[src/sv/cwps_pkg.sv]
// ----------------------------------------------------------------------------
// Clock wipe pixel select package
// Shared widths, word types, register indexes and the CORDIC angle table.
// ----------------------------------------------------------------------------
`default_nettype none

package cwps_pkg;

  localparam int COORD_W    = 12;
  localparam int DIM_W      = 13;
  localparam int PROG_W     = 17;
  localparam int PIXEL_W    = 32;
  localparam int OFS_W      = 15;  // doubled offset from the frame center
  localparam int VEC_SHIFT  = 16;
  localparam int VEC_W      = 33;  // scaled vector with room for CORDIC gain
  localparam int ACC_W      = 32;
  localparam int CFG_IDX_W  = 2;
  localparam int CFG_DATA_W = 17;
  localparam int MAX_STEPS  = 28;

  localparam logic [CFG_IDX_W-1:0] REG_FRAME_WIDTH    = 2'd0;
  localparam logic [CFG_IDX_W-1:0] REG_FRAME_HEIGHT   = 2'd1;
  localparam logic [CFG_IDX_W-1:0] REG_SWEEP_PROGRESS = 2'd2;

  localparam logic [DIM_W-1:0]  FRAME_WIDTH_RESET  = 13'd640;
  localparam logic [DIM_W-1:0]  FRAME_HEIGHT_RESET = 13'd480;
  localparam logic [PROG_W-1:0] PROGRESS_RESET     = 17'd0;

  localparam logic [ACC_W-1:0] HALF_TURN = 32'h8000_0000;

  typedef struct packed {
    logic [COORD_W-1:0] pixel_column;
    logic [COORD_W-1:0] pixel_row;
    logic [PIXEL_W-1:0] old_pixel;
    logic [PIXEL_W-1:0] new_pixel;
  } cwps_in_t;

  typedef struct packed {
    logic [PIXEL_W-1:0] shown_pixel;
    logic               took_new;
  } cwps_out_t;

  // Payload handed from one CORDIC cell to the next.
  typedef struct packed {
    logic                    zero;
    logic signed [VEC_W-1:0] x;
    logic signed [VEC_W-1:0] y;
    logic [ACC_W-1:0]        acc;
    logic [PIXEL_W-1:0]      old_pixel;
    logic [PIXEL_W-1:0]      new_pixel;
  } cwps_vec_t;

  // atan(2^-step) as a fraction of a turn, scaled by 2^32.
  function automatic logic [ACC_W-1:0] turn_atan(input int step);
    logic [ACC_W-1:0] val;
    case (step)
      0:       val = 32'h2000_0000;
      1:       val = 32'h12E4_051E;
      2:       val = 32'h09FB_385B;
      3:       val = 32'h0511_11D4;
      4:       val = 32'h028B_0D43;
      5:       val = 32'h0145_D7E1;
      6:       val = 32'h00A2_F61E;
      7:       val = 32'h0051_7C55;
      8:       val = 32'h0028_BE53;
      9:       val = 32'h0014_5F2F;
      10:      val = 32'h000A_2F98;
      11:      val = 32'h0005_17CC;
      12:      val = 32'h0002_8BE6;
      13:      val = 32'h0001_45F3;
      14:      val = 32'h0000_A2FA;
      15:      val = 32'h0000_517D;
      16:      val = 32'h0000_28BE;
      17:      val = 32'h0000_145F;
      18:      val = 32'h0000_0A30;
      19:      val = 32'h0000_0518;
      20:      val = 32'h0000_028C;
      21:      val = 32'h0000_0146;
      22:      val = 32'h0000_00A3;
      23:      val = 32'h0000_0051;
      24:      val = 32'h0000_0029;
      25:      val = 32'h0000_0014;
      26:      val = 32'h0000_000A;
      27:      val = 32'h0000_0005;
      default: val = '0;
    endcase
    return val;
  endfunction

endpackage

`default_nettype wire

[src/sv/cwps_front.sv]
// ----------------------------------------------------------------------------
// Clock wipe front end
// Turns a pixel position into a vector about the frame center, folded into
// the right half plane, and registers it with the pixel pair.
// ----------------------------------------------------------------------------
`default_nettype none

module cwps_front #(
  parameter int MAX_DIM = 4096
) (
  input  logic                        clk,
  input  logic                        rst,
  input  logic                        adv,
  input  logic                        in_valid,
  input  cwps_pkg::cwps_in_t          in_word,
  input  logic [cwps_pkg::DIM_W-1:0]  frame_width,
  input  logic [cwps_pkg::DIM_W-1:0]  frame_height,
  output logic                        vld,
  output cwps_pkg::cwps_vec_t         vec
);
  import cwps_pkg::*;

  logic [DIM_W-1:0]        w_sat;
  logic [DIM_W-1:0]        h_sat;
  logic signed [OFS_W-1:0] u;
  logic signed [OFS_W-1:0] v;
  logic signed [OFS_W-1:0] fx;
  logic signed [OFS_W-1:0] fy;
  cwps_vec_t               vec_next;

  always_comb begin
    w_sat = (32'(frame_width) > MAX_DIM) ? DIM_W'(MAX_DIM) : frame_width;
    h_sat = (32'(frame_height) > MAX_DIM) ? DIM_W'(MAX_DIM) : frame_height;
    // Doubled coordinates keep a half-pixel center exact.
    u = $signed({2'b00, in_word.pixel_column, 1'b0}) - $signed({2'b00, w_sat});
    v = $signed({2'b00, h_sat}) - $signed({2'b00, in_word.pixel_row, 1'b0});
    vec_next.zero      = (u == '0) && (v == '0);
    vec_next.old_pixel = in_word.old_pixel;
    vec_next.new_pixel = in_word.new_pixel;
    // The vector is (v, u) so that 12 o'clock lies on the x axis.
    if (v[OFS_W-1]) begin
      fx           = -v;
      fy           = -u;
      vec_next.acc = HALF_TURN;
    end else begin
      fx           = v;
      fy           = u;
      vec_next.acc = '0;
    end
    vec_next.x = {{(VEC_W-OFS_W-VEC_SHIFT){fx[OFS_W-1]}}, fx, {VEC_SHIFT{1'b0}}};
    vec_next.y = {{(VEC_W-OFS_W-VEC_SHIFT){fy[OFS_W-1]}}, fy, {VEC_SHIFT{1'b0}}};
  end

  always_ff @(posedge clk) begin
    if (rst) begin
      vld <= 1'b0;
    end else if (adv) begin
      vld <= in_valid;
    end
  end

  always_ff @(posedge clk) begin
    if (adv) begin
      vec <= vec_next;
    end
  end

endmodule

`default_nettype wire

[config.mk]
export PLATFORM = sky130hd
export DESIGN_NAME = cwps_front
export DESIGN_NICKNAME = d
export VERILOG_FILES = /design/src/sv/cwps_pkg.sv /design/src/sv/cwps_front.sv
export SDC_FILE = /design/constraint.sdc
export NUM_CORES = 1
export LEC_CHECK = 0
export ABC_AREA = 1
export BUFFER_PORTS_ARGS = -buffer_cell sky130_fd_sc_hd__buf_2
export CORE_MARGIN = 1
export CORE_UTILIZATION = 47
export CTS_CLUSTER_SIZE = 24
export DETAILED_ROUTE_END_ITERATION = 6
export GPL_TIMING_DRIVEN = 0
export PLACE_DENSITY = 0.82
export SYNTH_ARGS = -nofsm -noshare
export SYNTH_HDL_FRONTEND = slang
export SYNTH_SLANG_ARGS = --single-unit
export TNS_END_PERCENT = 1
[constraint.sdc]
create_clock -name clk -period 3 [get_ports clk]
set_input_delay 0.15 -clock clk [delete_from_list [all_inputs] [get_ports clk]]
set_output_delay 0.15 -clock clk [all_outputs]
set_load 0.1 [all_outputs]
**Word level (Yosys, flattened, before mapping)**

Cells that the tools add are included.

- Reductions and logical operators: 3
- Magnitude comparators: 2
- Add/subtract/negate cells: 4
- Muxes and demuxes: 5

Operators with widths:

| operator | count |
|---|---|
| 32-bit two-way mux | 1 |
| 15-bit logical NOT | 2 |
| 15-bit two-way mux | 2 |
| 14-bit negation with 15-bit output | 2 |
| 13-bit by 13-bit subtractor with 14-bit output | 2 |
| 13-bit > comparator (second input constant) | 2 |
| 13-bit two-way mux | 2 |
| 1-bit logical AND | 1 |

- Input bits: 118
- Register bits after elaboration: 128
- Output and inout bits: 164
- Word-level logic and storage cells: 21

**Logic depth before layout (Yosys ltp)**

Gate-level depths: netlist (run 1).

- Depth in word-level cells: 5
- Mapped depth: 22
- Gate-level depth less buffers: 22

**Worst setup path before layout (run 1)**

Ideal clock, no wire load.

- Path type: input to register
- Start: in frame_height[6] (netlist bit)
- End: reg vec[155] (netlist bit), data pin
- Data required time: 2.746 ns
- Setup slack: 0.453 ns
- Cell stages on the path: 16
- Arrival time: 2.293 ns
- Setup time: 0.254 ns
- Buffers on the path: 0
- Cell sequence: nor4_1 > nand3_1 > nand2_1 > inv_1 > nor2_1 > ha_1 > a21oi_2 > nand2_2 > a21oi_4 > xor2_2 > inv_2 > nor2_1 > nand3_1 > o21ai_1 > xor2_1 > inv_1

- Word-level cells in the longest chain between the ends: 5

RTL lines:

| element | line | RTL |
|---|---|---|
| start, declared | cwps_front.sv:17 | `input logic [cwps_pkg::DIM_W-1:0] frame_height,` |
| 13-bit > comparator | cwps_front.sv:33 | `h_sat = (32'(frame_height) > MAX_DIM) ? DIM_W'(MAX_DIM) : frame_height;` |
| 13-bit two-way mux (*) | cwps_front.sv:33 |  |
| 13-bit by 13-bit subtractor with 14-bit output (*) | cwps_front.sv:36 | `v = $signed({2'b00, h_sat}) - $signed({2'b00, in_word.pixel_row, 1'b0});` |
| 14-bit negation with 15-bit output | cwps_front.sv:42 | `fx = -v;` |
| 15-bit two-way mux (*) | cwps_front.sv:41 | `if (v[OFS_W-1]) begin` |
| net fx[10] | cwps_front.sv:27 | `logic signed [OFS_W-1:0] fx;` |
| end signal, assigned | cwps_front.sv:64 | `vec <= vec_next;` |
| end, declared | cwps_front.sv:19 | `output cwps_pkg::cwps_vec_t vec` |

Mark *: on every way through the listed nets, which the timed path passes. The rest lies on a longest branch.
A chain may end at the register's enable or synchronous reset.

**Worst setup path in the final report (run 1)**

Ends and elaborated chain as after synthesis.

==> metrics, run 1 <==
status=finished, final reports clean; Initial DRC Count=roughly 290; Mean Syn Cell Area=10.2 um2; Post-synth EDFFs=96; Initial Utilization=0.481; All-Layer GR Usage=0.229; std cell rows=40; Worst IR Drop VDD=0.319 mV; Worst Setup SP=frame_height[6]; Worst slew margin=0.624; placed cells=995; TNS Setup=0 ns; critical path type=primary input to flip-flop; worst reg2reg path startpoint=vld; WL met2=7240 um; Fin. Hold Viols=0; Port Buffers=218; Fmax=approximately 380 MHz; DR vias/cell=between 4 and 5; post_cts resized=0; Top delay family on crit path=simple AND/OR/NAND/NOR gates; I/O pin count=approximately 280; hpwl dp=10400 um; critical path peak fanout=8; vias in the first global route=4540; Clock Skew=0 ns; CTS buffer count=9; layout cells sized above 1=0.386; maxcap violations=0; initial antenna violation count=0; register clock-pin slew on the reported worst setup and hold paths=0.06 ns; cell area power density=642 mW/mm2; Min-Delay Path Class=primary input to flip-flop; FF+latch count, synth=97; Max clock buf depth=2; Worst Path Buf+Inv=3; Syn-to-layout area delta=43.3%; core box area=0.0120 mm2; non-filler cells, final=1078; slowest CP cell=xnor2_1; Worst path most repeated cell=nand3_1; CP Capture Type=flip-flop; largest net degree at the start of global routing=55; Seq/Total Area, Yosys=0.504; DRT Pass-1 Iters=4; CTS H-tree depth=3; FF-to-FF setup slack=2.36 ns; ys async rst share=0; routed len/inst=13.5 um; root buf cell=clkbuf_16; Syn Inst Count=566; CTS tree=yes; Chip Width=113 um; Die H=113 um; met3 wire len=between 1000 and 1500 um; metal1 wirelength=around 5800 um; fin util=0.690; WP data required=3.08 ns; # setup viols final=0; Critical Path Max Stage Delay=~0.33 ns; RSZ-0062 raised after global routing=false; first-pass GRT wire length=22400 um; number of diodes=0; Critical Path Source Type=primary input; yosys warns=0; RePlAce Congestion=0.808; crit path cell chain=buf_2 -> nor4_1 -> nand3_1 -> nand2_1 -> inv_1 -> nor2_1 -> ha_1 -> a21oi_1 -> nand2_1 -> xnor2_1 -> nand3_1 -> nor2_1 -> nand3_1 -> o21ai_1 -> xor2_1 -> inv_1; Leakage=4.15 nW; ys flop type=edfxtp_1; Tightest Pin Transition=0.564 ns; Cell Area, Synth=0.00575 mm2; Post-Route WL=~15000 um; HP Start=in_valid; DR top layer=met4; Antenna Nets Post-Route=0; worst-skew pair later-pin latency=0.33 ns; Residual DRC=0; clock sink total=97; period utilization=0.866; final critical-path required period=around 2.6 ns; Pins Over Slew Limit=0; nets=1072; synth unique cells=46; CP Data Arrival Time=2.68 ns; routed via count=4881; GRT overflow=0; Die Area=0.0127 mm2
==> per-stage QoR <==
| stage | instance area, um2 | power (mW) | hold slack [ns] | worst slack [ns] |
|---|---|---|---|---|
| floorplan | 5990 | 3.79 | 0.222 | 0.453 |
| global placement | 7270 | 4.12 | 0.310 | -0.168 |
| detailed placement | 7300 | 4.15 | 0.308 | -0.122 |
| CTS | 8230 | 5.30 | 0.0512 | 0.224 |
| global route | 8250 | 5.49 | 0.109 | 0.0519 |
| finish | 8250 | 5.30 | 0.0919 | 0.401 |
==> area by class of cell <==
cell class	instances	area (um2)
repair buffers	286	1790
plain buffers	69	519
multi-input cells	386	2280
flip-flops and latches	97	2900
fillers	882	3710
clock inverters	6	57.6
inverters	77	289
well taps	147	184
clock buffers	10	229
==> tightest hold or removal path, delay by kind of cell <==
kind	cells	cell delay, ns
muxes	1	0.07
and+or+nand+nor	1	0.08
buffers and inverters	1	0.09
==> state kept, by name, summed over array words and instances (netlist names) <==
signal and flops:
vld 1, vec 96
==> metal layers <==
layer / vias up / track usage
li1: 2449 / -
met1: 2162 / 0.262
met2: 231 / 0.411
met3: 39 / 0.0464
met4: 0 / 0.104
met5: - / 0
==> final timing paths <==
kind	end	cells after the start
worst min-delay path	vld	3
worst min register to register	vld	2
worst max-delay path	vec[155]	16
worst max register to register	vld	2
==> cell usage after synthesis, types with 3 or more instances <==
cell type   n  area, um2
o21ai_0     9       45.0
nand3_1    29        145
nor2_2      6       37.5
nand2_1    84        315
o21bai_1    4       30.0
xor2_1     18        158
nor2_4      3       33.8
nor4_1      3       18.8
nand4_1     6       37.5
ha_1       26        325
nand2_2    24        150
o21ai_1     5       25.0
buf_4      67        503
a21oi_1    17       85.1
inv_1      73        274
nor2_1     44        165
xnor2_1    11       96.3
nand2_4     6       67.6
edfxtp_1   96       2880
inv_2       3       11.3
==> where the power goes <==
part           total, mW  internal [mW]  leakage, nW  switching, mW
combinational       2.49          0.497         3.06           1.99
clock               1.08          0.641        0.144          0.443
sequential          1.72           1.68        0.947         0.0428
total               5.30           2.82         4.15           2.48
==> layout by cell type (no fill, tap or decap), types with 6 or more instances in the layout <==
master | Yosys | routed
ha_1 | 26 | 26
o21ai_0 | 9 | 9
a21oi_1 | 17 | 17
nand2_4 | 6 | 6
conb_1 | 1 | 64
nor2_2 | 6 | 6
nor2_1 | 44 | 44
edfxtp_1 | 96 | 96
xnor2_1 | 11 | 11
dlygate4sd3_1 | 0 | 65
nand2_1 | 84 | 84
clkbuf_16 | 0 | 9
nand2_2 | 24 | 24
xor2_1 | 18 | 18
nand3_1 | 29 | 29
nand4_1 | 6 | 6
buf_4 | 67 | 70
buf_2 | 1 | 218
inv_1 | 73 | 73
==> what timing repair did <==
| item | 4_1_cts | 5_1_grt |
|---|---|---|
| hold buffers | 65 | 0 |
| setup buffers | 0 | 2 |
| setup endpoints to repair | 0 | 7 |
| endpoints found under the hold margin | 65 | 0 |
==> cell families after synthesis <==
logic type                 synth area share
and+or+nand+nor                       0.186
DFF                                   0.504
adders and majority gates            0.0635
xor gates and xnor gates             0.0526
muxes                               0.00174
other                              0.000652
buffers and inverters                 0.140
AOI/OAI and AO/OA                    0.0509
Note: power is estimated with default switching activity, not from simulation.
==> run 2, diff against run 1 <==
Settings changed: CELL_PAD_IN_SITES_DETAIL_PLACEMENT set to 1, CELL_PAD_IN_SITES_GLOBAL_PLACEMENT set to 1, CORE_UTILIZATION 47 to 34, PLACE_DENSITY 0.82 to unset, PLACE_DENSITY_LB_ADDON set to 0.1.
==> run 2 against run 1 <==
  * Combinational power rose by 2%
  * Worst setup slack got worse by 0.13 ns
  * Register-to-register slack barely moved
  * Hold slack got worse by 0.080 ns
  * Non-clock buffer count did not move
  * Fmax fell by 4.7%
  * Utilization fell by 18 points
  * Largest power group unchanged
  * First-iteration DRC count fell by 64%
  * Die area rose by 38%
  * Critical path type unchanged
==> metrics, run 2 (synthesis results as in run 1) <==
P_int=2.92 mW; combinational share of power=0.461; clock share of power=0.225; largest register by flop count=vec; Die H=132 um; Residual DRC=0; Max clock buf depth=2; maxcap violations=0; critical path type=primary input to flip-flop; worst reg2reg path depth=2; Largest register FFs=96; CTS H-tree depth=3; biggest regs=vec x96, vld x1; # setup viols final=0; commonest non-fill, non-tap cell in the layout=buf_2; switching share of total power=0.468; Die Area=between 0.015 and 0.02 mm2; most frequent cells in the layout=218 x buf_2, 96 x edfxtp_1, 84 x nand2_1, 72 x inv_1, 71 x buf_4; clock sink total=97; Worst IR Drop VDD=0.301 mV; placed cells=1068; Antenna Nets Post-Route=0; RePlAce Congestion=about 0.83; routed len/inst=15.3 um; status=finished, final reports clean; All-Layer GR Usage=0.202; worst hold path depth=1; CTS tree=yes; FF-to-FF setup slack=2.37 ns; worst reg2reg path startpoint=vld; vias in the first global route=5247; core box area=0.0165 mm2; Initial Utilization=0.348; Net Sw Power=roughly 2.6 mW; crit path cell chain=buf_2 -> nor4_1 -> nand3_1 -> nand2_1 -> nand2_1 -> ha_1 -> inv_1 -> fa_1 -> inv_1 -> nand2_1 -> nor2_1 -> nand3_1 -> nor2_1 -> nand3_1 -> o21ai_1 -> xor2_1 -> inv_1; largest net degree at the start of global routing=77; DRT Pass-1 Iters=4; Critical Path Source Type=primary input; CP Data Arrival Time=2.81 ns; HP Start=in_word[35]; Min-Delay Path Class=primary input to flip-flop; fillcell total=1942; Leakage=4.18 nW; Syn-to-layout area delta=46.4%; total power=5.50 mW; initial antenna violation count=1; layout cells sized above 1=0.396; hold path endpoint=vec[35]; FF-to-FF End=vld; Clock Skew=0 ns; worst-skew pair later-pin latency=around 0.34 ns; Critical Path Max Stage Delay=0.46 ns; RSZ-0062 raised after global routing=false; root buf cell=clkbuf_16; fin util=0.510; Fin. Hold Viols=0; nets=1072; TNS Setup=0 ns; DR vias/cell=around 4.3; Port Buffers=roughly 220; routed via count=4937; CP Capture Type=flip-flop; slowest CP cell=fa_1; period utilization=0.909; register share of total power=0.314; std cell rows=47; non-filler cells, final=between 1000 and 1500; WP data required=between 3 and 4 ns; Chip Width=between 100 and 150 um; critical path peak fanout=3; first-pass GRT wire length=27600 um; I/O pin count=282; cell area power density=652 mW/mm2; CTS buffer count=9; Pins Over Slew Limit=0; hpwl dp=12900 um; GRT overflow=0; Fmax=about 370 MHz; Worst slew margin=0.648; register clock-pin slew on the reported worst setup and hold paths=approximately 0.07 ns; Tightest Pin Transition=0.532 ns; Post-Route WL=17600 um; Initial DRC Count=104; final critical-path required period=2.73 ns
-- run 2: cell count changes in the layout (fill, tap and decap cells not counted), sizes merged --
cell	change
buf	+1
clkinv	-2
bufinv	+1
inv	+1
diode	+1
dlygate4sd3	-1
-- run 2: power groups by stage --
stage	Combinational, mW	Clock [mW]	Sequential [mW]
2_1_floorplan	0.947	0	2.84
3_3_place_gp	2.41	0	1.74
3_5_place_dp	2.44	0	1.75
4_1_cts	2.51	1.24	1.72
5_1_grt	2.65	1.31	1.74
6_report	2.53	1.23	1.73
-- run 2: cell type report --
type,count,area (um2),share of cell area
sequential,97,2900,0.344
buffer,69,519,0.0616
clock inverter,6,90.1,0.0107
inverter,77,294,0.0349
tap,220,275,0.0327
timing repair buffer,286,1780,0.212
antenna,1,2.50,0.000297
multi-input combinational,386,2330,0.276
clock buffer,10,229,0.0272
-- run 2: worst max-delay path: cells and delay by family --
kind,cells,cell delay (ns)
AND/OR/NAND/NOR,9,1.26
adder cells (fa/ha/maj),2,0.65
buffers and inverters,4,0.36
XOR/XNOR,1,0.21
AO/OA/AOI/OAI,1,0.17
-- run 2: stage by stage --
stage / hold WS [ns] / worst slack (ns) / cell area, um2
floorplan: 0.222 / 0.453 / 5990
finish: 0.0124 / 0.272 / 8430
global route: 0.00185 / 0.0195 / 8430
detailed placement: 0.318 / -0.276 / 7390
global placement: 0.310 / -0.232 / 7360
CTS: 0.000998 / 0.0747 / 8350
-- run 2: worst max path at each step --
| stage | start | to | slack (ns) | cells after the start |
|---|---|---|---|---|
| floorplan | frame_height[6] | vec[155] | 0.45 | 16 |
| global placement | frame_height[6] | vec[121] | -0.23 | 16 |
| detailed placement | frame_height[6] | vec[122] | -0.28 | 18 |
| CTS | frame_height[6] | vec[122] | 0.07 | 18 |
| global route | frame_height[6] | vec[155] | 0.02 | 17 |
| finish | frame_height[3] | vec[155] | 0.27 | 17 |
-- run 2: per-layer routing --
layer / track usage / part of all wire
met1: 0.239 / 0.42
met2: 0.374 / 0.51
met3: 0.0361 / 0.064
met4: 0.0504 / 0.012
met5: 0 / 0
-- run 2: timing repair --
item                                    CTS  global route
endpoints found under the setup margin    0            21
hold buffers                             64             0
resized for setup                         0            11
hold endpoints to repair                 64             0
buffers inserted                          0             3
