===== src/sv/cwps_pkg.sv =====
// ----------------------------------------------------------------------------
// Clock wipe pixel select package
// Shared widths, word types, register indexes and the CORDIC angle table.
// ----------------------------------------------------------------------------
`default_nettype none

package cwps_pkg;

  localparam int COORD_W    = 12;
  localparam int DIM_W      = 13;
  localparam int PROG_W     = 17;
  localparam int PIXEL_W    = 32;
  localparam int OFS_W      = 15;  // doubled offset from the frame center
  localparam int VEC_SHIFT  = 16;
  localparam int VEC_W      = 33;  // scaled vector with room for CORDIC gain
  localparam int ACC_W      = 32;
  localparam int CFG_IDX_W  = 2;
  localparam int CFG_DATA_W = 17;
  localparam int MAX_STEPS  = 28;

  localparam logic [CFG_IDX_W-1:0] REG_FRAME_WIDTH    = 2'd0;
  localparam logic [CFG_IDX_W-1:0] REG_FRAME_HEIGHT   = 2'd1;
  localparam logic [CFG_IDX_W-1:0] REG_SWEEP_PROGRESS = 2'd2;

  localparam logic [DIM_W-1:0]  FRAME_WIDTH_RESET  = 13'd640;
  localparam logic [DIM_W-1:0]  FRAME_HEIGHT_RESET = 13'd480;
  localparam logic [PROG_W-1:0] PROGRESS_RESET     = 17'd0;

  localparam logic [ACC_W-1:0] HALF_TURN = 32'h8000_0000;

  typedef struct packed {
    logic [COORD_W-1:0] pixel_column;
    logic [COORD_W-1:0] pixel_row;
    logic [PIXEL_W-1:0] old_pixel;
    logic [PIXEL_W-1:0] new_pixel;
  } cwps_in_t;

  typedef struct packed {
    logic [PIXEL_W-1:0] shown_pixel;
    logic               took_new;
  } cwps_out_t;

  // Payload handed from one CORDIC cell to the next.
  typedef struct packed {
    logic                    zero;
    logic signed [VEC_W-1:0] x;
    logic signed [VEC_W-1:0] y;
    logic [ACC_W-1:0]        acc;
    logic [PIXEL_W-1:0]      old_pixel;
    logic [PIXEL_W-1:0]      new_pixel;
  } cwps_vec_t;

  // atan(2^-step) as a fraction of a turn, scaled by 2^32.
  function automatic logic [ACC_W-1:0] turn_atan(input int step);
    logic [ACC_W-1:0] val;
    case (step)
      0:       val = 32'h2000_0000;
      1:       val = 32'h12E4_051E;
      2:       val = 32'h09FB_385B;
      3:       val = 32'h0511_11D4;
      4:       val = 32'h028B_0D43;
      5:       val = 32'h0145_D7E1;
      6:       val = 32'h00A2_F61E;
      7:       val = 32'h0051_7C55;
      8:       val = 32'h0028_BE53;
      9:       val = 32'h0014_5F2F;
      10:      val = 32'h000A_2F98;
      11:      val = 32'h0005_17CC;
      12:      val = 32'h0002_8BE6;
      13:      val = 32'h0001_45F3;
      14:      val = 32'h0000_A2FA;
      15:      val = 32'h0000_517D;
      16:      val = 32'h0000_28BE;
      17:      val = 32'h0000_145F;
      18:      val = 32'h0000_0A30;
      19:      val = 32'h0000_0518;
      20:      val = 32'h0000_028C;
      21:      val = 32'h0000_0146;
      22:      val = 32'h0000_00A3;
      23:      val = 32'h0000_0051;
      24:      val = 32'h0000_0029;
      25:      val = 32'h0000_0014;
      26:      val = 32'h0000_000A;
      27:      val = 32'h0000_0005;
      default: val = '0;
    endcase
    return val;
  endfunction

endpackage

`default_nettype wire


===== src/sv/cwps_cell.sv =====
// ----------------------------------------------------------------------------
// Clock wipe CORDIC cell
// One vectoring step: rotates the vector toward the x axis by a fixed angle
// and keeps the turn count, then hands the word to the next cell.
// ----------------------------------------------------------------------------
`default_nettype none

module cwps_cell #(
  parameter int STEP = 0
) (
  input  logic                clk,
  input  logic                rst,
  input  logic                adv,
  input  logic                prev_vld,
  input  cwps_pkg::cwps_vec_t prev_vec,
  output logic                vld,
  output cwps_pkg::cwps_vec_t vec
);
  import cwps_pkg::*;

  localparam logic [ACC_W-1:0] ATAN = turn_atan(STEP);

  logic signed [VEC_W-1:0] sx;
  logic signed [VEC_W-1:0] sy;
  cwps_vec_t               vec_next;

  always_comb begin
    vec_next = prev_vec;
    // Arithmetic shift rounds toward minus infinity.
    sx = prev_vec.x >>> STEP;
    sy = prev_vec.y >>> STEP;
    if (!prev_vec.y[VEC_W-1]) begin
      vec_next.x   = prev_vec.x + sy;
      vec_next.y   = prev_vec.y - sx;
      vec_next.acc = prev_vec.acc + ATAN;
    end else begin
      vec_next.x   = prev_vec.x - sy;
      vec_next.y   = prev_vec.y + sx;
      vec_next.acc = prev_vec.acc - ATAN;
    end
  end

  always_ff @(posedge clk) begin
    if (rst) begin
      vld <= 1'b0;
    end else if (adv) begin
      vld <= prev_vld;
    end
  end

  always_ff @(posedge clk) begin
    if (adv) begin
      vec <= vec_next;
    end
  end

endmodule

`default_nettype wire


===== config.mk =====
export PLATFORM = sky130hd
export DESIGN_NAME = cwps_cell
export DESIGN_NICKNAME = d
export VERILOG_FILES = /design/src/sv/cwps_pkg.sv /design/src/sv/cwps_cell.sv
export SDC_FILE = /design/constraint.sdc
export NUM_CORES = 1
export LEC_CHECK = 0
export ABC_AREA = 1
export BUFFER_PORTS_ARGS = -buffer_cell sky130_fd_sc_hd__buf_4
export CAP_MARGIN = 20
export CORE_MARGIN = 2
export CORE_UTILIZATION = 49
export CTS_CLUSTER_DIAMETER = 120
export DETAILED_ROUTE_END_ITERATION = 16
export GPL_TIMING_DRIVEN = 0
export PLACE_DENSITY = 0.78
export SYNTH_ARGS = -nofsm -noshare
export SYNTH_HDL_FRONTEND = slang
export SYNTH_SLANG_ARGS = --single-unit
export TNS_END_PERCENT = 1

===== constraint.sdc =====
create_clock -name clk -period 1.74 [get_ports clk]
set_clock_uncertainty 0.05 [all_clocks]
set_input_delay 0.087 -clock clk [delete_from_list [all_inputs] [get_ports clk]]
set_output_delay 0.087 -clock clk [all_outputs]
set_load 0.005 [all_outputs]

* After elaboration in Yosys (flattened, before gate mapping)
Cells that the tools add are included.
Cells by class: add/subtract/negate cells 5, multiplexer cells 1
Operator list (count):
- $mux W98 | 1
- $sub A33 B33 Y33 | 2
- $add A33 B33 Y33 | 1
- $add A32 B30 Y32 const B | 1
- $sub A32 B30 Y32 const B | 1
Word-level totals: bits in registers 164, output and inout bits 164, bits of input ports 167

* Longest topological paths before layout
Gate-level depths: netlist of run 1.
word-level depth 2, mapped depth 17, mapped depth without buffers 16

* Worst setup path after synthesis of run 1
No wires, ideal clock.
kind in2reg, from in prev_vec[96] (netlist bit), to reg vec[128] (netlist bit) (data pin), arrival 1495 ps, stages 15, required time 1437 ps, buffers on the path 0, slack -58 ps, setup time 253 ps, cell sequence inv_1 ha_1 fa_1 inv_1 nand3_1 nand2_1 nand2_1 nand2_1 nand2_1 nand2_2 nand2_1 nand3_1 nand2_1 nand2_1 nand2_1
RTL lines:
- start, declared | RTL line cwps_cell.sv:15 | input cwps_pkg::cwps_vec_t prev_vec,
- end signal, assigned | RTL line cwps_cell.sv:53 | vec <= vec_next;
- end, declared | RTL line cwps_cell.sv:17 | output cwps_pkg::cwps_vec_t vec

==> results of run 1 <==
==> cell usage after synthesis (2+ instances only) <==
library cell | n | area [um2]
clkbuf_1 | 5 | 18.8
buf_1 | 2 | 7.51
edfxtp_1 | 162 | 4860
inv_1 | 338 | 1270
fa_1 | 4 | 80.1
nand2_4 | 3 | 33.8
buf_2 | 16 | 80.1
nor2_1 | 103 | 387
nor2_2 | 16 | 100
buf_4 | 19 | 143
a21oi_2 | 3 | 26.3
buf_6 | 3 | 33.8
nor3_2 | 6 | 60.1
nand2_2 | 13 | 81.3
o21a_1 | 4 | 30.0
clkinv_1 | 3 | 11.3
a31oi_1 | 2 | 12.5
a21oi_1 | 71 | 355
nand3_2 | 2 | 20.0
nand2_1 | 639 | 2400
nand3_1 | 162 | 811
nor3_1 | 4 | 20.0
inv_2 | 12 | 45.0
o21ai_0 | 29 | 145
nand4_1 | 18 | 113
ha_1 | 105 | 1310
o22ai_1 | 7 | 43.8
o21bai_1 | 11 | 82.6
xor2_1 | 21 | 184
a21o_1 | 2 | 15.0
o21ai_1 | 6 | 30.0
==> state kept, by name, summed over array words and instances, names as in the netlist <==
register and count:
vld 1, vec 162
==> worst min-delay path by stage <==
stage | end | slack, ns | cells past startpoint
CTS | vec[109] | 0.07 | 1
detailed placement | vld | 0.21 | 2
global placement | vld | 0.20 | 2
global route | vec[109] | 0.04 | 1
floorplan | vld | 0.11 | 1
finish | vec[109] | 0.03 | 1
==> metal layers <==
metal	track usage	wire length (um)
met1	0.513	21800
met3	0.0553	4610
met2	0.605	23500
met5	0	13
met4	0.138	2120
==> power breakdown <==
| part | internal, W | switching [W] |
|---|---|---|
| logic | 0.00179 | 0.00277 |
| clock network | 0.00217 | 0.00179 |
| registers | 0.00483 | 0.000170 |
| total | 0.00879 | 0.00473 |
==> cell usage in the layout (no fill, tap or decap), drive strengths merged <==
cell and n:
nand2 655, buf 369, inv 357, nand3 164, edfxtp 162, nor2 120
ha 105, dlygate4sd3 99, a21oi 74, o21ai 35, clkbuf 25, xor2 21
nand4 18, o21bai 11, nor3 10, o22ai 7, clkinvlp 4, o21a 4
clkinv 4, fa 4, a21o 2, a31oi 2, bufinv 2, xnor2 1
and3 1, o31ai 1, mux2i 1, dfxtp 1
==> worst max-delay path, stage by stage <==
cell and delay, ns:
buf_4 0.09, inv_1 0.04, ha_1 0.37, buf_4 0.24
nand2_1 0.15, nor2_2 0.24, nand2_1 0.10, nor2_1 0.16
nand2_1 0.09, nand3_1 0.08, nand2_1 0.05, nand3_1 0.11
nand2_1 0.13
==> logic make-up (layout without fill, tap and decap cells) <==
logic type / Yosys count / count (layout) / share of synthesized area
AOI/OAI and AO/OA: 136 / 136 / 0.0581
xor gates and xnor gates: 22 / 22 / 0.0150
adders and majority gates: 109 / 109 / 0.108
buffers and inverters: 398 / 860 / 0.125
DFF: 163 / 163 / 0.379
muxes: 1 / 1 / 0.000777
and+or+nand+nor: 968 / 968 / 0.314
==> stage by stage <==
step	total power (W)	instance area (um2)
finish	0.0135	17700
global route	0.0140	17700
CTS	0.0131	17400
detailed placement	0.00912	15800
global placement	0.00906	15800
floorplan	0.00712	12900
==> final cells by class <==
| type | count | area (um2) | area share |
|---|---|---|---|
| tap | 335 | 419 | 0.0237 |
| inverter | 353 | 1330 | 0.0753 |
| buffer | 45 | 310 | 0.0176 |
| sequential | 163 | 4880 | 0.277 |
| multi-input combinational | 1236 | 6620 | 0.375 |
| timing repair buffer | 430 | 3500 | 0.198 |
| clock inverter | 14 | 165 | 0.00935 |
| clock buffer | 18 | 429 | 0.0243 |
==> timing repair <==
| action | CTS | global route |
|---|---|---|
| resized for setup | 15 | 72 |
| setup endpoints to repair | 26 | 46 |
| cloned | 0 | 0 |
| buffers inserted | 0 | 1 |
| hold buffers | 99 | 0 |
| hold endpoints to repair | 98 | 0 |
| pin swaps | 0 | 4 |
==> results.py, run 1 <==
metrics = {
    "clock_network": {
        "clk_pin_slew_worst_paths_ns": 0.08,
        "cts.sinks": 163,
        "cts_tree": "yes",
        "worstSkewPairLatency_ns": 0.43,
        "htree_levels": 4,
        "cts_root_buf": "clkbuf_16",
        "cts_buffer_depth": 2,
        "cts_buffers": 17,
    },
    "layout": {
        "fill_cells": 2141,
        "final_cells": 2594,
        "nNetsFinal": 2522,
        "fin_util": 0.681,
        "syn2layout_area_growth_pct": 37.1,
        "drive_gt1_frac": 0.232,
        "diodes": 0,
    },
    "timing": {
        "fin_crit_sh": 1.06,
        "fmax_ghz": 0.545,
        "setup_ws_ns": -0.0960,
        "maxSlewViolCount": 0,
        "holdWs_ns": 0.0332,
        "slew_headroom": 0.394,
        "rsz0062_at_grt": "true",
        "min_period_ns": 1.84,
        "hold_viol_final": 0,
        "setup_viol": 16,
        "finalSetupTns_ns": -0.668,
        "worstMarginPinSlew_ns": 0.910,
    },
    "die": {
        "start_util": 0.497,
        "core_area_mm2": 0.0259,
        "die_w_um": 166,
        "die_h_um": 166,
        "ios": 331,
        "dieArea_mm2": 0.0276,
        "num_rows": 59,
    },
    "synthesis": {
        "synth-seq-area-share": 0.379,
        "syn_nets": 2073,
        "ys_types": 37,
        "async_flop_share": 0,
        "synth-seq-cells": 163,
        "avgSynthCellArea_um2": 7.17,
        "ys.flop_type": "edfxtp_1",
        "ys_warn_count": 0,
        "netlist_instances": 1797,
        "synth_edf_count": 162,
        "synthesis.area_mm2": 0.0129,
    },
    "placed_design": {
        "place_inst": 2462,
        "hpwl_um": 39700,
        "place_ws_ns": -0.573,
        "place_congestion": 0.972,
        "io_buffers": 329,
    },
    "worst_setup_path": {
        "r2r_setup_slack_ns": 0.45,
        "reg2reg_depth": 3,
        "start_kind": "input port",
        "end_kind": "flip-flop",
        "cp.required_ns": 1.83,
        "setup.worst_path.start": "prev_vec[119]",
        "r2r-start": "vld",
        "path_class": "in2reg",
        "crit_end": "vec[121]",
        "critPathArrivalTime_ns": 1.93,
        "r2r_end": "vld",
        "crit_fanout": 10,
    },
    "run": {
        "maxCapViolCount": 0,
    },
    "grt": {
        "grt_max_degree": 111,
        "antenna_found_initial": 1,
        "grt_overflow": 0,
        "grtUsageTotal": 0.375,
        "grt_pass1_wl_um": 78700,
        "grt_pass1_vias": 13300,
    },
    "min_path": {
        "hold_path.class": "in2reg",
        "hp-start": "adv",
    },
    "detailed_routing": {
        "wire_per_inst_um": 20.1,
        "avgViaCountPerCell": 5.33,
        "drc": 0,
        "drtPass1Iterations": 5,
        "initialDrtViolationCount": 1606,
        "ant_nets": 0,
        "via_count": 13800,
        "routed_wl_um": 52100,
    },
    "status": {
        "status": "complete, but fails checks",
        "violations": "negative setup slack",
    },
    "power_and_ir_drop": {
        "vdd_drop_max_v": 0.00101,
        "power_leakage_nw": 9.24,
        "pwr_density_cell_mw_per_mm2": 766,
    },
}
Note: power is estimated with default switching activity, not from simulation.
==> run 2, diff against run 1 <==
--- a/config.mk
+++ b/config.mk
@@ -10,9 +10,11 @@
 export CAP_MARGIN = 20
 export CORE_MARGIN = 2
 export CORE_UTILIZATION = 49
+export CTS_BUF_LIST = sky130_fd_sc_hd__clkbuf_16
 export CTS_CLUSTER_DIAMETER = 120
 export DETAILED_ROUTE_END_ITERATION = 16
 export GPL_TIMING_DRIVEN = 0
+export MAX_ROUTING_LAYER = met4
 export PLACE_DENSITY = 0.78
 export SYNTH_ARGS = -nofsm -noshare
 export SYNTH_HDL_FRONTEND = slang
==> run 2 against run 1 <==
  * The run still ends with negative setup slack left
  * Fmax increased by 1.4%
  * Clock-buffer cell count is 1 lower
  * Largest cell class unchanged
  * Setup slack better by 0.025 ns
  * Sequential power hardly changed
  * Combinational power grew 2%
  * Non-clock buffer count is 3 higher
  * First-iteration DRC count fell by 7.1%
  * Worst hold slack got worse by 0.016 ns
  * Utilization rose by 0.57 points
==> results.py, run 2 (synthesized netlist as in run 1, its figures left out) <==
metrics = {
    "layout": {
        "fin_util": 0.687,
        "largest_reg_flops": 162,
        "final_area_mm2": 0.0178,
        "layout_commonest_cell": "nand2_1",
        "nNetsFinal": 2525,
        "max_flop_register": "vec",
        "reg_top3": "vec (162), vld (1)",
        "diodes": 0,
        "drive_gt1_frac": 0.241,
        "final_cell_mix": "nand2_1, buf_4, inv_1",
        "syn2layout_area_growth_pct": 38.2,
    },
    "timing": {
        "hold_viol_final": 0,
        "fmax_ghz": 0.552,
        "maxSlewViolCount": 0,
        "setup_ws_ns": -0.0713,
        "setup_viol": 3,
        "slew_headroom": 0.405,
        "fin_crit_sh": 1.04,
        "holdWs_ns": 0.0167,
        "worstMarginPinSlew_ns": 0.893,
        "min_period_ns": 1.81,
        "rsz0062_at_grt": "true",
        "finalSetupTns_ns": -0.187,
    },
    "die": {
        "die_h_um": 166,
        "num_rows": 59,
        "ios": 331,
        "start_util": 0.497,
        "die_w_um": 166,
        "dieArea_mm2": 0.0276,
        "core_area_mm2": 0.0259,
    },
    "status": {
        "status": "complete, but fails checks",
        "violations": "negative setup slack",
    },
    "power_and_ir_drop": {
        "seq_power_share": 0.371,
        "combinationalPowerShare": 0.347,
        "clkPwrFrac": 0.282,
        "p_sw_frac": 0.361,
        "p_sw_w": 0.00485,
        "power_leakage_nw": 9.28,
        "vdd_drop_max_v": 0.000827,
        "pwr_density_cell_mw_per_mm2": 754,
        "p_int_w": 0.00858,
    },
    "worst_setup_path": {
        "setup.worst_path.start": "prev_vec[124]",
        "cp_slowest_cell": "nor2_1",
        "slowest_delay_ns": 0.30,
        "end_kind": "flip-flop",
        "cp_top_family": "simple AND/OR/NAND/NOR gates",
        "crit_fanout": 9,
        "crit_chain": "buf_4 -> inv_1 -> ha_1 -> clkbuf_4 -> inv_2 -> nand2_1 -> nor2_1 -> nand2_1 -> nor2_1 -> nand2_2 -> nand2_1 -> nand2_1 -> nand3_1 -> nand2_1",
        "critPathArrivalTime_ns": 1.95,
        "cp.required_ns": 1.88,
        "critPathMostFrequentCell": "nand2_1",
        "start_kind": "input port",
        "r2r-start": "vld",
        "path_class": "in2reg",
        "cp_num_buf_inv": 4,
    },
    "grt": {
        "grtUsageTotal": 0.385,
        "antenna_found_initial": 0,
        "grt_pass1_wl_um": 78000,
        "grt_overflow": 0,
        "grt_pass1_vias": 13000,
        "grt_max_degree": 93,
    },
    "detailed_routing": {
        "wire_per_inst_um": 20.2,
        "avgViaCountPerCell": 5.33,
        "initialDrtViolationCount": 1492,
        "routed_wl_um": 52400,
        "drtPass1Iterations": 6,
        "via_count": 13800,
        "ant_nets": 0,
        "drc": 0,
    },
    "placed_design": {
        "io_buffers": 329,
        "hpwl_um": 40100,
        "place_congestion": 1.00,
        "place_area_mm2": 0.0158,
    },
    "clock_network": {
        "cts_buffer_depth": 2,
        "htree_levels": 4,
        "cts_root_buf": "clkbuf_16",
        "clk_pin_slew_worst_paths_ns": 0.08,
        "cts.sinks": 163,
        "cts_tree": "yes",
        "worstSkewPairLatency_ns": 0.44,
        "cts_buffers": 17,
    },
    "run": {
        "maxCapViolCount": 0,
    },
    "min_path": {
        "hp-start": "prev_vec[129]",
        "hold_path.class": "in2reg",
    },
}
## run 2: area by class of cell
cell class,instances,area (um2)
timing repair buffer,433,3520
inverter,353,1330
clock buffer,17,425
multi-input combinational,1236,6740
buffer,45,328
fill,2062,8110
tap,335,419
clock inverter,15,161
sequential,163,4880
## run 2: power by group through the flow
stage	registers, W	clock network, W	logic (W)
2_1_floorplan	0.00507	0	0.00205
4_1_cts	0.00495	0.00371	0.00433
5_1_grt	0.00502	0.00396	0.00501
3_3_place_gp	0.00503	0	0.00404
6_report	0.00498	0.00379	0.00466
3_5_place_dp	0.00503	0	0.00410
## run 2: repair_timing
action / CTS / global route
pin swaps: 0 / 9
endpoints found under the setup margin: 22 / 45
resized for setup: 17 / 104
buffers inserted: 0 / 5
hold endpoints to repair: 97 / 0
hold buffers: 98 / 0
## run 2: per-stage QoR
stage	total power (W)	worst slack, ns	instances
final	0.0134	-0.0713	2597
after global routing	0.0140	-0.102	2597
after CTS	0.0130	-0.0301	2592
after detailed placement	0.00913	-0.560	2462
after floorplan	0.00712	-0.0304	1797
after global placement	0.00906	-0.555	2461
## run 2: final timing paths
path               to  slack (ns)  depth (start not counted)
max          vec[126]       -0.07                         14
min          vec[129]        0.02                          3
max reg2reg       vld        0.44                          3
min reg2reg       vld        1.13                          3
## run 2: tightest hold or removal path: cells and delay by family
kind       cells  cell delay [ns]
fa+ha+maj      1             0.13
buf+inv        2             0.14
## run 2: per-layer routing
metal / vias up / routed length [um] / global-route usage
met5: - / 0 / -
met4: 0 / 2240 / 0.144
met3: 137 / 4960 / 0.0617
met2: 806 / 23300 / 0.589
met1: 6377 / 21900 / 0.517
li1: 6516 / - / -
==> run 3, diff against run 2 <==
==> constraint.sdc (replaced) <==
create_clock -name clk -period 1.74 [get_ports clk]
set_clock_uncertainty 0.05 [all_clocks]
set_input_delay 0.174 -clock clk [delete_from_list [all_inputs] [get_ports clk]]
set_output_delay 0.174 -clock clk [all_outputs]
set_load 0.005 [all_outputs]
==> run 3 against run 2 <==
  * The flow still finishes with violations (negative setup slack)
  * Register-to-register slack better by 0.55 ns
  * Non-clock buffer count up 53
  * Critical path depth unchanged
  * Clock-buffer cell count unchanged
  * Sequential share of layout area down 2.2 points
==> results.py, run 3 (synthesized netlist as in run 1, its figures left out) <==
metrics = {
    "clock_network": {
        "cts.sinks": 163,
        "cts_buffer_depth": 2,
        "cts_tree": "yes",
        "cts_root_buf": "clkbuf_16",
        "worstSkewPairLatency_ns": 0.43,
        "clk_pin_slew_worst_paths_ns": 0.07,
        "htree_levels": 4,
        "cts_buffers": 17,
    },
    "placed_design": {
        "place_congestion": 1.02,
        "io_buffers": 329,
        "place_ws_ns": -0.872,
        "hpwl_um": 40300,
        "place_inst": 2462,
    },
    "status": {
        "violations": "negative setup slack",
        "status": "complete, but fails checks",
    },
    "detailed_routing": {
        "drc": 0,
        "ant_nets": 0,
        "wire_per_inst_um": 21.7,
        "initialDrtViolationCount": 1775,
        "avgViaCountPerCell": 5.58,
        "routed_wl_um": 57500,
        "drtPass1Iterations": 7,
        "via_count": 14800,
    },
    "power_and_ir_drop": {
        "total_power_w": 0.0143,
        "pwr_density_cell_mw_per_mm2": 741,
        "vdd_drop_max_v": 0.000794,
        "power_leakage_nw": 9.68,
    },
    "layout": {
        "max_flop_register": "vec",
        "syn2layout_area_growth_pct": 50.1,
        "final_cell_mix": "nand2_1, buf_4, inv_1",
        "nNetsFinal": 2578,
        "drive_gt1_frac": 0.360,
        "diodes": 0,
        "largest_reg_flops": 162,
        "reg_top3": "vec (162), vld (1)",
        "layout_commonest_cell": "nand2_1",
        "final_cells": 2650,
    },
    "worst_setup_path": {
        "critPathArrivalTime_ns": 1.98,
        "crit_chain": "buf_4 -> ha_4 -> fa_2 -> inv_2 -> buf_4 -> nand2_1 -> nand3_2 -> nand2_1 -> nand2_2 -> nand2_1 -> nand2_1 -> nand2_1 -> nand3_1 -> nand2_1",
        "end_kind": "flip-flop",
        "start_kind": "input port",
        "critPathMostFrequentCell": "nand2_1",
        "cp.required_ns": 1.87,
        "cp.depth": 14,
        "reg2reg_depth": 2,
        "crit_fanout": 3,
        "slowest_delay_ns": 0.40,
        "path_class": "in2reg",
        "cp_top_family": "simple AND/OR/NAND/NOR gates",
        "cp_num_buf_inv": 3,
        "cp_slowest_cell": "fa_2",
    },
    "grt": {
        "grt_max_degree": 86,
        "grt_pass1_vias": 13500,
        "grtUsageTotal": 0.395,
        "grt_pass1_wl_um": 79900,
        "grt_overflow": 0,
        "antenna_found_initial": 0,
    },
    "timing": {
        "min_period_ns": 1.85,
        "rsz0062_at_grt": "true",
        "fmax_ghz": 0.542,
        "setup_viol": 11,
        "maxSlewViolCount": 0,
        "fin_crit_sh": 1.06,
        "setup_ws_ns": -0.106,
        "worstMarginPinSlew_ns": 0.856,
        "slew_headroom": 0.430,
        "hold_viol_final": 0,
    },
    "die": {
        "core_area_mm2": 0.0259,
        "start_util": 0.497,
        "die_w_um": 166,
        "num_rows": 59,
        "die_h_um": 166,
        "ios": 331,
        "dieArea_mm2": 0.0276,
    },
    "min_path": {
        "hold_depth": 2,
        "hold_path.class": "in2reg",
    },
    "run": {
        "maxCapViolCount": 0,
    },
}
-- run 3: cell count changes in the layout (fill, tap and decap cells not counted), sizes merged --
cell | before | now
buf | 370 | 425
clkinv | 10 | 9
clkinvlp | 1 | 6
dlygate4sd3 | 98 | 96
inv | 357 | 353
-- run 3: area by class of cell --
| type | instances | area, um2 |
|---|---|---|
| repair buffers | 487 | 3950 |
| well taps | 335 | 419 |
| fillers | 1872 | 6580 |
| clock buffers | 17 | 425 |
| multi-input cells | 1236 | 7730 |
| flip-flops and latches | 163 | 4880 |
| inverters | 353 | 1370 |
| clock inverters | 15 | 160 |
| plain buffers | 44 | 399 |
-- run 3: final timing paths --
| path | from | end | slack (ns) |
|---|---|---|---|
| max | prev_vec[96] | vec[151] | -0.11 |
| min | prev_vec[93] | vec[93] | 0.06 |
| max reg2reg | vld | vld | 0.99 |
| min reg2reg | vld | vld | 0.59 |
-- run 3: layer usage --
metal  vias to the layer above  part of all wire  global-route usage
met2                      1039              0.45               0.623
met4                         0             0.062               0.178
met1                      6859              0.38               0.499
met3                       263              0.11              0.0701
li1                       6632                 -                   -
met5                         -                 0                   -
-- run 3: power breakdown --
part	total [W]	switching (W)	internal, W
clock network	0.00385	0.00192	0.00193
registers	0.00501	0.000176	0.00483
logic	0.00548	0.00328	0.00219
total	0.0143	0.00537	0.00895
-- run 3: through the flow --
step / hold WS [ns] / util / TNS (ns) / cell area [um2]
after floorplan: 0.196 / - / -0.172 / 13000
after global placement: 0.294 / 0.613 / -93.41 / 15900
after detailed placement: 0.294 / 0.614 / -30.08 / 15900
after CTS: 0.0371 / 0.684 / -0.0427 / 17700
after global routing: 0.0515 / 0.746 / -2.57 / 19300
final: 0.0594 / 0.746 / -0.269 / 19300
-- run 3: repair_timing --
action / CTS / global route
gates cloned: 0 / 10
hold buffers: 96 / 0
endpoints found under the setup margin: 43 / 48
pin swaps: 2 / 76
setup buffers: 9 / 42
gates resized for setup: 67 / 337
endpoints found under the hold margin: 95 / 0
-- run 3: worst register-to-register path, cell delays in order, from the launching register on --
cell	delay, ns
dfxtp_1	0.35
mux2i_1	0.19
nor2_1	0.06
